--- config.mk ---
export PLATFORM = sky130hd
export DESIGN_NAME = dmdt_ram
export DESIGN_NICKNAME = d
export VERILOG_FILES = /design/src/sv/dmdt_ram.sv
export SDC_FILE = /design/constraint.sdc
export NUM_CORES = 1
export LEC_CHECK = 0
export BUFFER_PORTS_ARGS = -buffer_cell sky130_fd_sc_hd__buf_4
export CAP_MARGIN = 20
export CELL_PAD_IN_SITES_DETAIL_PLACEMENT = 1
export CELL_PAD_IN_SITES_GLOBAL_PLACEMENT = 1
export CORE_MARGIN = 2
export CORE_UTILIZATION = 52
export CTS_BUF_LIST = sky130_fd_sc_hd__clkbuf_8
export DETAILED_ROUTE_END_ITERATION = 12
export PLACE_DENSITY_LB_ADDON = 0.1
export SLEW_MARGIN = 10
export SYNTH_ARGS = -nofsm -noshare
export SYNTH_HDL_FRONTEND = slang
export SYNTH_SLANG_ARGS = --single-unit
--- constraint.sdc ---
create_clock -name clock -period 2.35 [get_ports clock]
set_clock_uncertainty 0.1 [all_clocks]
set_input_delay 0.47 -clock clock [delete_from_list [all_inputs] [get_ports clock]]
set_output_delay 0.47 -clock clock [all_outputs]
set_load 0.1 [all_outputs]
--- src/sv/dmdt_ram.sv ---
// Generic single write port, single read port RAM with a registered read.
module dmdt_ram #(
   parameter int WIDTH = 8,
   parameter int DEPTH = 64
) (
   input  logic                     clock,
   input  logic                     wr_en,
   input  logic [$clog2(DEPTH)-1:0] wr_addr,
   input  logic [WIDTH-1:0]         wr_data,
   input  logic [$clog2(DEPTH)-1:0] rd_addr,
   output logic [WIDTH-1:0]         rd_data
);

   logic [WIDTH-1:0] mem [DEPTH];
   logic [WIDTH-1:0] rd_data_ff;

   always_ff @(posedge clock) begin
      if (wr_en) begin
         mem[wr_addr] <= wr_data;
      end
      rd_data_ff <= mem[rd_addr];
   end

   assign rd_data = rd_data_ff;

endmodule

# Word level (Yosys, flattened, before mapping)
# Memory sizes are Yosys's and may differ from the RTL's. A register that Yosys moved wholly into a read port is not among the register bits.
# Index checks and enable logic that the tools add are counted.
# Widths: inputs -> output; s select.
word_totals:
  inputBits: 22
  memories: 1
  mem_bits_rw: 512
  mem_bits_ro: 0
  regBits: 0
  latchBits: 0
  word_cells: 3
  output_inout_bits: 8
mem_list:
  columns: ["memory", "depth", "word_bits", "rd", "rd_clocked_by_memory_dff", "wr", "line_no", "rtl"]
  rows:
  - ["mem", 64, 8, 1, 1, 1, "14", "logic [WIDTH-1:0] mem [DEPTH];"]
classes:
  n_bitwise: 0
  eq_ne: 0
  n_addsub: 0
  n_mul: 0
  shift: 0
  n_reduce_logical: 0
  n_mux: 2
  div_mod_pow: 0
  order_cmp: 0
op_table:
  columns: ["operator", "n"]
  rows:
  - ["$mux 1", 2]

# Depth between registers and ports, before layout
# Gate-level depths: netlist of run 1.
logic_depth:
  word_depth: 2
  mapped_depth: 9
  depth_no_buf: 5

# Least setup slack after synthesis of run 1
# OpenSTA, ideal clock, no wires.
synth_timing:
  kind: "in2reg"
  start: "in rd_addr[1]"
  end: "reg rd_data_ff[3] (netlist: rd_data[3]), read port of mem"
  stages: 7
  n_path_buf: 3
  t_arrival_ns: 2.010
  setup_ns: 0.128
  required_time_ns: 2.122
  path_slack_ns: 0.112
  cell_sequence: "buf_4 buf_2 buf_2 mux4_2 mux4_2 o21ai_1 o41ai_1"
synth_rtl:
  columns: ["item", "line_no", "rtl"]
  rows:
  - ["start: declaration", "10", "input logic [$clog2(DEPTH)-1:0] rd_addr,"]
  - ["end: declaration", "15", "logic [WIDTH-1:0] rd_data_ff;"]

==> results.py, run 1 <==
metrics = {
    "route": {
        "wl_per_cell_um": 28.4,
        "antenna_left": 0,
        "drt_pass1_iterations": 5,
        "vias": 10300,
        "totalWireLength_um": 48700,
        "vias_per_cell": 5.98,
        "drcViolationCount": 0,
        "drtIter0Drc": 972,
    },
    "synthesis": {
        "synthCells": 940,
        "synth_area_leader_cell": "edfxtp_1",
        "synth_fa_ha_area_share_pct": 0,
        "ys_ff_latch": 520,
        "synthDistinctLibCells": 40,
        "synth-compound-area-share_pct": 2.07,
        "synth_nets": 962,
        "ys_top_cells_by_area": "edfxtp_1, mux4_2, nor2_1",
        "synthTopCellsByCount": "edfxtp_1, mux4_2, nor2_1",
        "synth_xor_area_share_pct": 0,
        "synthSimpleGateAreaFrac_pct": 3.39,
        "synth_area_per_cell_um2": 21.5,
        "synth-seq-area-share_pct": 77.0,
        "synth_top_family_by_area": "multiplexers",
        "yosysWarnings": 0,
        "synth.most_common_cell": "edfxtp_1",
        "synth_mux_area_share_pct": 15.9,
        "synthFlopType": "edfxtp_1",
        "netlist_area_mm2": 0.0202,
        "synth_enable_flop_cells": 512,
        "synth_top_area_share_pct": 76.2,
        "synthArstFlopShare_pct": 0,
    },
    "die": {
        "die_y_um": 201,
        "start_util_pct": 52.4,
        "rows": 72,
        "die_w_um": 201,
        "design.die.area_mm2": 0.0404,
        "core_mm2": 0.0385,
        "io-pin-count": 30,
    },
    "pwr": {
        "p_leak_nw": 7.71,
        "power_density_mw_per_mm2": 804,
        "peakVddDrop_v": 0.000533,
    },
    "timing": {
        "setup_viol": 0,
        "min_period_ns": 2.23,
        "period_share_pct": 95.0,
        "worstMarginPinSlew_ns": 0.759,
        "clock.fmax_mhz": 448,
        "relSlewSlack_pct": 49.4,
        "hold_viol": 0,
        "finalMaxSlewViolations": 0,
        "rsz0062_at_grt": "no",
        "fin_tns_setup_ns": 0,
    },
    "finish": {
        "regArea_mm2": 0.0155,
        "multi_input_area_mm2": 0.00432,
        "layout-drive-gt1-share_pct": 34.0,
        "area_growth_pct": 16.1,
        "fin_nets": 1153,
        "instances_no_fill": 1715,
        "nFillCells": 3296,
    },
    "critical_path": {
        "crit_required_ns": 2.76,
        "crit_family": "multiplexers",
        "crit_fanout": 1,
        "crit_buf_inv": 0,
        "cp.arrival_ns": 2.64,
        "cp_slowest_cell": "mux4_2",
        "slowest_delay_ns": 0.49,
        "cp-end-kind": "flop",
        "critical_path.cell_chain": "mux4_2, mux2_2, o221a_2, nor3_1, o32ai_1",
        "cp-start-kind": "flop",
        "critical_path_class": "flop to flop",
    },
    "placed_design": {
        "place_inst": 1564,
        "dp_hpwl_um": 31000,
        "io_buffers": 29,
        "place.gp.congestion": 0.799,
    },
    "global_routing": {
        "grt_overflow": 0,
        "grt_use_total_pct": 25.0,
        "grt_pass1_wl_um": 72800,
        "antenna_found_initial": 2,
        "grt_pass1_vias": 11100,
        "grt_max_degree": 65,
    },
    "clocking": {
        "cts_made_buffers": 83,
        "clk_latency_ns": 0.64,
        "clk_pin_slew_ns": 0.07,
        "htreeDepth": 3,
        "cts_tree": "done",
        "cts-root-buf": "clkbuf_8",
        "postCtsSetupBuffers": 0,
        "postCtsResizedCells": 0,
        "ctsHoldBuffers": 0,
        "cts.sinks": 520,
        "clockBufferDepth": 3,
    },
    "run_status": {
        "status": "finished clean",
    },
    "run": {
        "drv_cap": 0,
    },
    "hold_path": {
        "worst_hold_path_type": "input port to flop",
    },
}
## sequential cells by signal, summed over array words and instances (netlist names)
signal and flops:
mem 512, rd_data 8
## worst paths after layout
path                 to  cells past startpoint       start  slack [ns]
min          rd_data[3]                      2  rd_addr[5]         0.1
max reg2reg  rd_data[4]                      5  mem[29][4]        0.12
min reg2reg  rd_data[6]                      3  mem[26][6]        0.76
max          rd_data[4]                      5  mem[29][4]        0.12
## per-stage QoR
| stage | hold slack [ns] | cell area [um2] | worst slack [ns] | total power, mW | util [%] |
|---|---|---|---|---|---|
| after floorplan | 0.469 | 20200 | 0.112 | 11.2 | - |
| after global placement | 0.745 | 21800 | -0.365 | 11.6 | 56.7 |
| after detailed placement | 0.740 | 21800 | -0.423 | 11.7 | 56.7 |
| after CTS | 0.0574 | 23400 | 0.0955 | 19.0 | 60.8 |
| after global routing | 0.0806 | 23400 | 0.0832 | 19.5 | 60.8 |
| final | 0.0988 | 23400 | 0.117 | 18.8 | 60.8 |
## cells in the final DEF (no fill, tap or decap), drive strengths merged, types with 14 or more instances in the layout
master and instances:
buf 156, clkbuf 96, clkinv 26, edfxtp 512, inv 25, mux2i 23, mux4 126, nand2 19
nor2 83, nor2b 14
## report_power, final
group	switching (mW)	internal [mW]
Sequential	0.0335	10.3
Clock	3.44	3.90
Combinational	0.740	0.443
## metal layers
layer	global-route usage, %	wire (um)	vias up
met3	5.58	3460	79
met1	34.8	20400	5485
met4	8.92	1230	0
met2	39.3	23700	375
met5	0	0	-
li1	-	-	4321
## cell type report
class                   instances  area share, %
clock inverters                54           1.16
repair buffers                157           5.65
well taps                     518           2.77
diodes                          2         0.0214
clock buffers                  95           5.59
flip-flops and latches        520           66.4
multi-input cells             369           18.4
## cells by family (layout without fill, tap and decap cells)
logic type | count (synthesis) | count (layout)
compound gates | 54 | 54
buf+inv | 51 | 306
flops | 520 | 520
mux | 162 | 162
other cells | 0 | 2
simple gates | 153 | 153
(Power assumes the default switching activity.)
==> inputs of run 2 (changes only) <==
--- a/config.mk
+++ b/config.mk
@@ -14,6 +14,7 @@
 export CTS_BUF_LIST = sky130_fd_sc_hd__clkbuf_8
 export DETAILED_ROUTE_END_ITERATION = 12
 export PLACE_DENSITY_LB_ADDON = 0.1
+export RECOVER_POWER = 100
 export SLEW_MARGIN = 10
 export SYNTH_ARGS = -nofsm -noshare
 export SYNTH_HDL_FRONTEND = slang
==> run 2 against run 1 <==
Clock-buffer cell count unchanged. Fmax decreased by 0.59%. Via count decreased by 0.27%. Flip-flop and latch count unchanged. Highest routed layer unchanged. Power decreased by 0.16%. Final cell count unchanged. Global-route usage unchanged. Final area decreased by 1.4%. Setup slack got worse by 0.013 ns. Critical path depth unchanged. Sequential power about the same. Non-clock buffer count unchanged.
==> results.py, run 2 (same netlist as run 1, synthesis figures left out) <==
metrics = {
    "global_routing": {
        "grt_pass1_wl_um": 72800,
        "grt_overflow": 0,
        "grt_max_degree": 65,
        "antenna_found_initial": 2,
        "grt_use_total_pct": 25.0,
        "grt_pass1_vias": 11100,
    },
    "clocking": {
        "clk_pin_slew_ns": 0.07,
        "postCtsSetupBuffers": 0,
        "cts.sinks": 520,
        "clk_latency_ns": 0.63,
        "ctsHoldBuffers": 0,
        "clockBufferDepth": 3,
        "cts_made_buffers": 83,
        "postCtsResizedCells": 0,
        "cts-root-buf": "clkbuf_8",
        "cts_tree": "done",
        "htreeDepth": 3,
    },
    "timing": {
        "worstMarginPinSlew_ns": 1.46,
        "hold_viol": 0,
        "clock.fmax_mhz": 445,
        "period_share_pct": 95.6,
        "finalMaxSlewViolations": 0,
        "setup_viol": 0,
        "hold_slack_ns": 0.112,
        "rsz0062_at_grt": "no",
        "min_period_ns": 2.25,
        "relSlewSlack_pct": 2.49,
    },
    "critical_path": {
        "slowest_delay_ns": 0.49,
        "cp.arrival_ns": 2.65,
        "critical_path.cell_chain": "mux4_2, mux2_2, o221a_2, nor3_1, o32ai_1",
        "crit_required_ns": 2.75,
        "crit_fanout": 1,
        "crit_start": "mem[29][4]",
        "r2r_start": "mem[29][4]",
        "crit_family": "multiplexers",
        "critical_path_class": "flop to flop",
        "cp_slowest_cell": "mux4_2",
        "crit_buf_inv": 0,
        "cp-end-kind": "flop",
        "cp-start-kind": "flop",
    },
    "finish": {
        "largest-register": "mem",
        "layout-drive-gt1-share_pct": 27.6,
        "largest_reg_flops": 512,
        "regArea_mm2": 0.0155,
        "multi_input_area_mm2": 0.00432,
        "design_area_mm2": 0.0231,
        "nFillCells": 3362,
        "instances_no_fill": 1715,
        "final_common_cell": "edfxtp_1",
        "final_cell_mix": "edfxtp_1, mux4_2, clkbuf_8",
        "fin_util_pct": 60.0,
        "fin_nets": 1153,
        "area_growth_pct": 14.4,
    },
    "die": {
        "rows": 72,
        "die_y_um": 201,
        "core_mm2": 0.0385,
        "start_util_pct": 52.4,
        "design.die.area_mm2": 0.0404,
        "io-pin-count": 30,
        "die_w_um": 201,
    },
    "route": {
        "totalWireLength_um": 48700,
        "antenna_left": 0,
        "vias": 10200,
        "vias_per_cell": 5.97,
        "drcViolationCount": 0,
        "drtIter0Drc": 1020,
        "wl_per_cell_um": 28.4,
        "drt_pass1_iterations": 5,
    },
    "pwr": {
        "peakVddDrop_v": 0.000532,
        "p_leak_nw": 7.38,
        "p_total_mw": 18.8,
        "power_density_mw_per_mm2": 815,
    },
    "placed_design": {
        "place.gp.congestion": 0.799,
        "place_inst": 1564,
        "io_buffers": 29,
        "placed_cell_area_mm2": 0.0218,
        "dp_hpwl_um": 31000,
    },
    "hold_path": {
        "min_from": "rd_addr[5]",
        "worst_hold_path_type": "input port to flop",
    },
    "run_status": {
        "status": "finished clean",
    },
    "run": {
        "drv_cap": 0,
    },
}
==> run 2: final cells by class <==
cell class	instances	share of cell area [%]
sequential	520	67.3
multi-input combinational	369	18.7
clock buffer	95	5.67
timing repair buffer	157	4.27
tap	518	2.81
clock inverter	54	1.18
antenna	2	0.0217
==> run 2: where the power goes <==
part	total [mW]	internal [mW]	switching (mW)
Combinational	1.15	0.414	0.740
Clock	7.33	3.90	3.43
Sequential	10.3	10.3	0.0331
==> run 2: final timing paths <==
check             slack, ns         end  cells after the start
setup / recovery       0.10  rd_data[4]                      5
hold / removal         0.11  rd_data[3]                      2
setup reg to reg       0.10  rd_data[4]                      5
hold reg to reg        0.77  rd_data[6]                      3
==> run 2: layer usage <==
layer	track usage, %	vias up	routed length, um
met5	0	-	0
met4	8.92	0	1160
met3	5.58	77	3110
met2	39.3	342	23800
met1	34.8	5485	20700
li1	-	4328	-
==> run 2: metrics by stage <==
| stage | setup TNS (ns) | worst slack, ns |
|---|---|---|
| CTS | 0 | 0.0955 |
| global route | 0 | 0.0586 |
| floorplan | 0 | 0.112 |
| global placement | -2.18 | -0.365 |
| detailed placement | -2.38 | -0.423 |
| finish | 0 | 0.104 |
==> run 2: worst register-to-register path, delay by kind of cell (launching register included) <==
kind / cells / cell delay (ns)
mux: 2 / 0.78
flops: 1 / 0.37
compound gates: 2 / 0.46
simple gates: 1 / 0.42
==> inputs of run 3 (changes only) <==
--- a/config.mk
+++ b/config.mk
@@ -5,12 +5,12 @@
 export SDC_FILE = /design/constraint.sdc
 export NUM_CORES = 1
 export LEC_CHECK = 0
-export BUFFER_PORTS_ARGS = -buffer_cell sky130_fd_sc_hd__buf_4
+export BUFFER_PORTS_ARGS = -buffer_cell sky130_fd_sc_hd__buf_2
 export CAP_MARGIN = 20
 export CELL_PAD_IN_SITES_DETAIL_PLACEMENT = 1
 export CELL_PAD_IN_SITES_GLOBAL_PLACEMENT = 1
 export CORE_MARGIN = 2
-export CORE_UTILIZATION = 52
+export CORE_UTILIZATION = 58
 export CTS_BUF_LIST = sky130_fd_sc_hd__clkbuf_8
 export DETAILED_ROUTE_END_ITERATION = 12
 export PLACE_DENSITY_LB_ADDON = 0.1
==> constraint.sdc (replaced) <==
create_clock -name clock -period 2.4 [get_ports clock]
set_clock_uncertainty 0.1 [all_clocks]
set_input_delay 0.48 -clock clock [delete_from_list [all_inputs] [get_ports clock]]
set_output_delay 0.48 -clock clock [all_outputs]
set_load 0.1 [all_outputs]
==> run 3 against run 2 <==
The run now ends with capacitance limit, slew limit left. Register-to-register slack lost 0.02 ns. Critical endpoint unchanged. Non-clock buffer count grew 18. Largest cell class unchanged. Global-route usage grew 4.8 points. Final cell count shrank 2.8%.
==> results.py, run 3 (same netlist as run 1, synthesis figures left out) <==
metrics = {
    "timing": {
        "worstMarginPinSlew_ns": 1.91,
        "finalMaxSlewViolations": 98,
        "relSlewSlack_pct": -27.1,
        "period_share_pct": 96.4,
        "min_period_ns": 2.31,
        "setup_ws_ns": 0.0864,
        "rsz0062_at_grt": "no",
        "fin_tns_setup_ns": 0,
        "hold_viol": 0,
        "clock.fmax_mhz": 432,
        "hold_slack_ns": 0.218,
        "setup_viol": 0,
    },
    "pwr": {
        "clock_power_share_pct": 38.7,
        "p_comb_share_pct": 6.3,
        "p_leak_nw": 7.34,
        "p_seq_share_pct": 55.0,
        "p_switching_mw": 4.24,
        "power_density_mw_per_mm2": 798,
        "swShare_pct": 23.1,
        "peakVddDrop_v": 0.000546,
        "intPower_mw": 14.1,
        "p_total_mw": 18.4,
    },
    "route": {
        "drtIter0Drc": 1191,
        "totalWireLength_um": 51500,
        "vias_per_cell": 6.28,
        "vias": 10500,
        "wl_per_cell_um": 30.9,
        "antenna_left": 0,
        "drcViolationCount": 0,
        "drt_pass1_iterations": 5,
    },
    "placed_design": {
        "place.gp.congestion": 0.827,
        "placed_cell_area_mm2": 0.0219,
        "place_ws_ns": -0.433,
        "dp_hpwl_um": 33400,
        "place_inst": 1519,
        "io_buffers": 29,
    },
    "clocking": {
        "postCtsResizedCells": 0,
        "clk_pin_slew_ns": 0.06,
        "htreeDepth": 3,
        "cts.sinks": 520,
        "cts_tree": "done",
        "clockBufferDepth": 3,
        "clk_latency_ns": 0.63,
        "postCtsSetupBuffers": 0,
        "ctsHoldBuffers": 0,
        "cts_made_buffers": 82,
        "cts-root-buf": "clkbuf_8",
    },
    "critical_path": {
        "critical_path.cell_chain": "mux4_2, mux2_1, o221a_2, nor3_1, o32ai_1",
        "cp_slowest_cell": "mux4_2",
        "crit_required_ns": 2.80,
        "critical_path_class": "flop to flop",
        "cp-start-kind": "flop",
        "cp-end-kind": "flop",
        "slowest_delay_ns": 0.48,
        "cp.arrival_ns": 2.71,
        "crit_fanout": 1,
        "r2r_cells": 5,
    },
    "global_routing": {
        "antenna_found_initial": 1,
        "grt_max_degree": 65,
        "grt_pass1_wl_um": 75900,
        "grt_use_total_pct": 29.8,
        "grt_overflow": 0,
        "grt_pass1_vias": 11400,
    },
    "run": {
        "drv_cap": 3,
    },
    "finish": {
        "n_antenna_cell": 0,
        "design_area_mm2": 0.0230,
        "fin_util_pct": 66.9,
        "fin_nets": 1170,
        "largest_reg_flops": 512,
        "layout-drive-gt1-share_pct": 26.7,
        "instances_no_fill": 1667,
        "final_cell_mix": "edfxtp_1, mux4_2, clkbuf_1",
        "area_growth_pct": 14.0,
        "largest-register": "mem",
        "final_common_cell": "edfxtp_1",
    },
    "run_status": {
        "violations": "capacitance limit, slew limit",
        "status": "complete, but fails checks",
    },
    "die": {
        "core_mm2": 0.0344,
        "die_w_um": 190,
        "die_y_um": 190,
        "io-pin-count": 30,
        "rows": 68,
        "start_util_pct": 58.7,
        "design.die.area_mm2": 0.0363,
    },
    "hold_path": {
        "worst_hold_path_type": "input port to flop",
        "min_path_cells": 3,
    },
}
run 3: cell count changes in the layout (fill, tap and decap cells not counted), moves of 2 or more:
cell / change
diode_2: -2
buf_2: +7
clkbuf_1: +23
clkinvlp_4: +5
clkbuf_8: -6
buf_4: -13
inv_1: -2
buf_12: +2
run 3: per-layer routing:
| metal | part of all wire (%) | up-vias | global-route usage (%) | wire length [um] |
|---|---|---|---|---|
| li1 | - | 4356 | - | - |
| met1 | 39 | 5501 | 40.1 | 19800 |
| met2 | 49 | 498 | 48.6 | 25500 |
| met3 | 8.2 | 113 | 5.89 | 4240 |
| met4 | 3.7 | 2 | 12.1 | 1920 |
| met5 | 0.025 | - | 0 | 13 |
run 3: worst paths after layout:
| path | startpoint | end | slack [ns] |
|---|---|---|---|
| setup / recovery | mem[25][4] | rd_data[4] | 0.09 |
| hold / removal | rd_addr[5] | rd_data[1] | 0.22 |
| setup reg to reg | mem[25][4] | rd_data[4] | 0.09 |
| hold reg to reg | mem[23][1] | rd_data[1] | 0.74 |
run 3: area by class of cell:
| cell class | count | area [um2] |
|---|---|---|
| fillers | 2867 | 11400 |
| repair buffers | 175 | 1040 |
| flip-flops and latches | 520 | 15500 |
| clock inverters | 59 | 314 |
| clock buffers | 89 | 1220 |
| multi-input cells | 369 | 4320 |
| well taps | 455 | 569 |
run 3: critical path, delay by kind of cell, from the launching register on:
kind               cells  cell delay (ns)
DFF                    1             0.39
and+or+nand+nor        1             0.39
AOI/OAI and AO/OA      2             0.47
muxes                  2             0.83
run 3: power by group through the flow:
stage / Clock, mW / Combinational (mW) / Sequential (mW)
finish: 7.10 / 1.16 / 10.1
global route: 7.56 / 1.22 / 10.1
CTS: 7.22 / 1.19 / 10.1
detailed placement: 0 / 1.18 / 10.3
global placement: 0 / 1.13 / 10.3
floorplan: 0 / 0.536 / 10.4
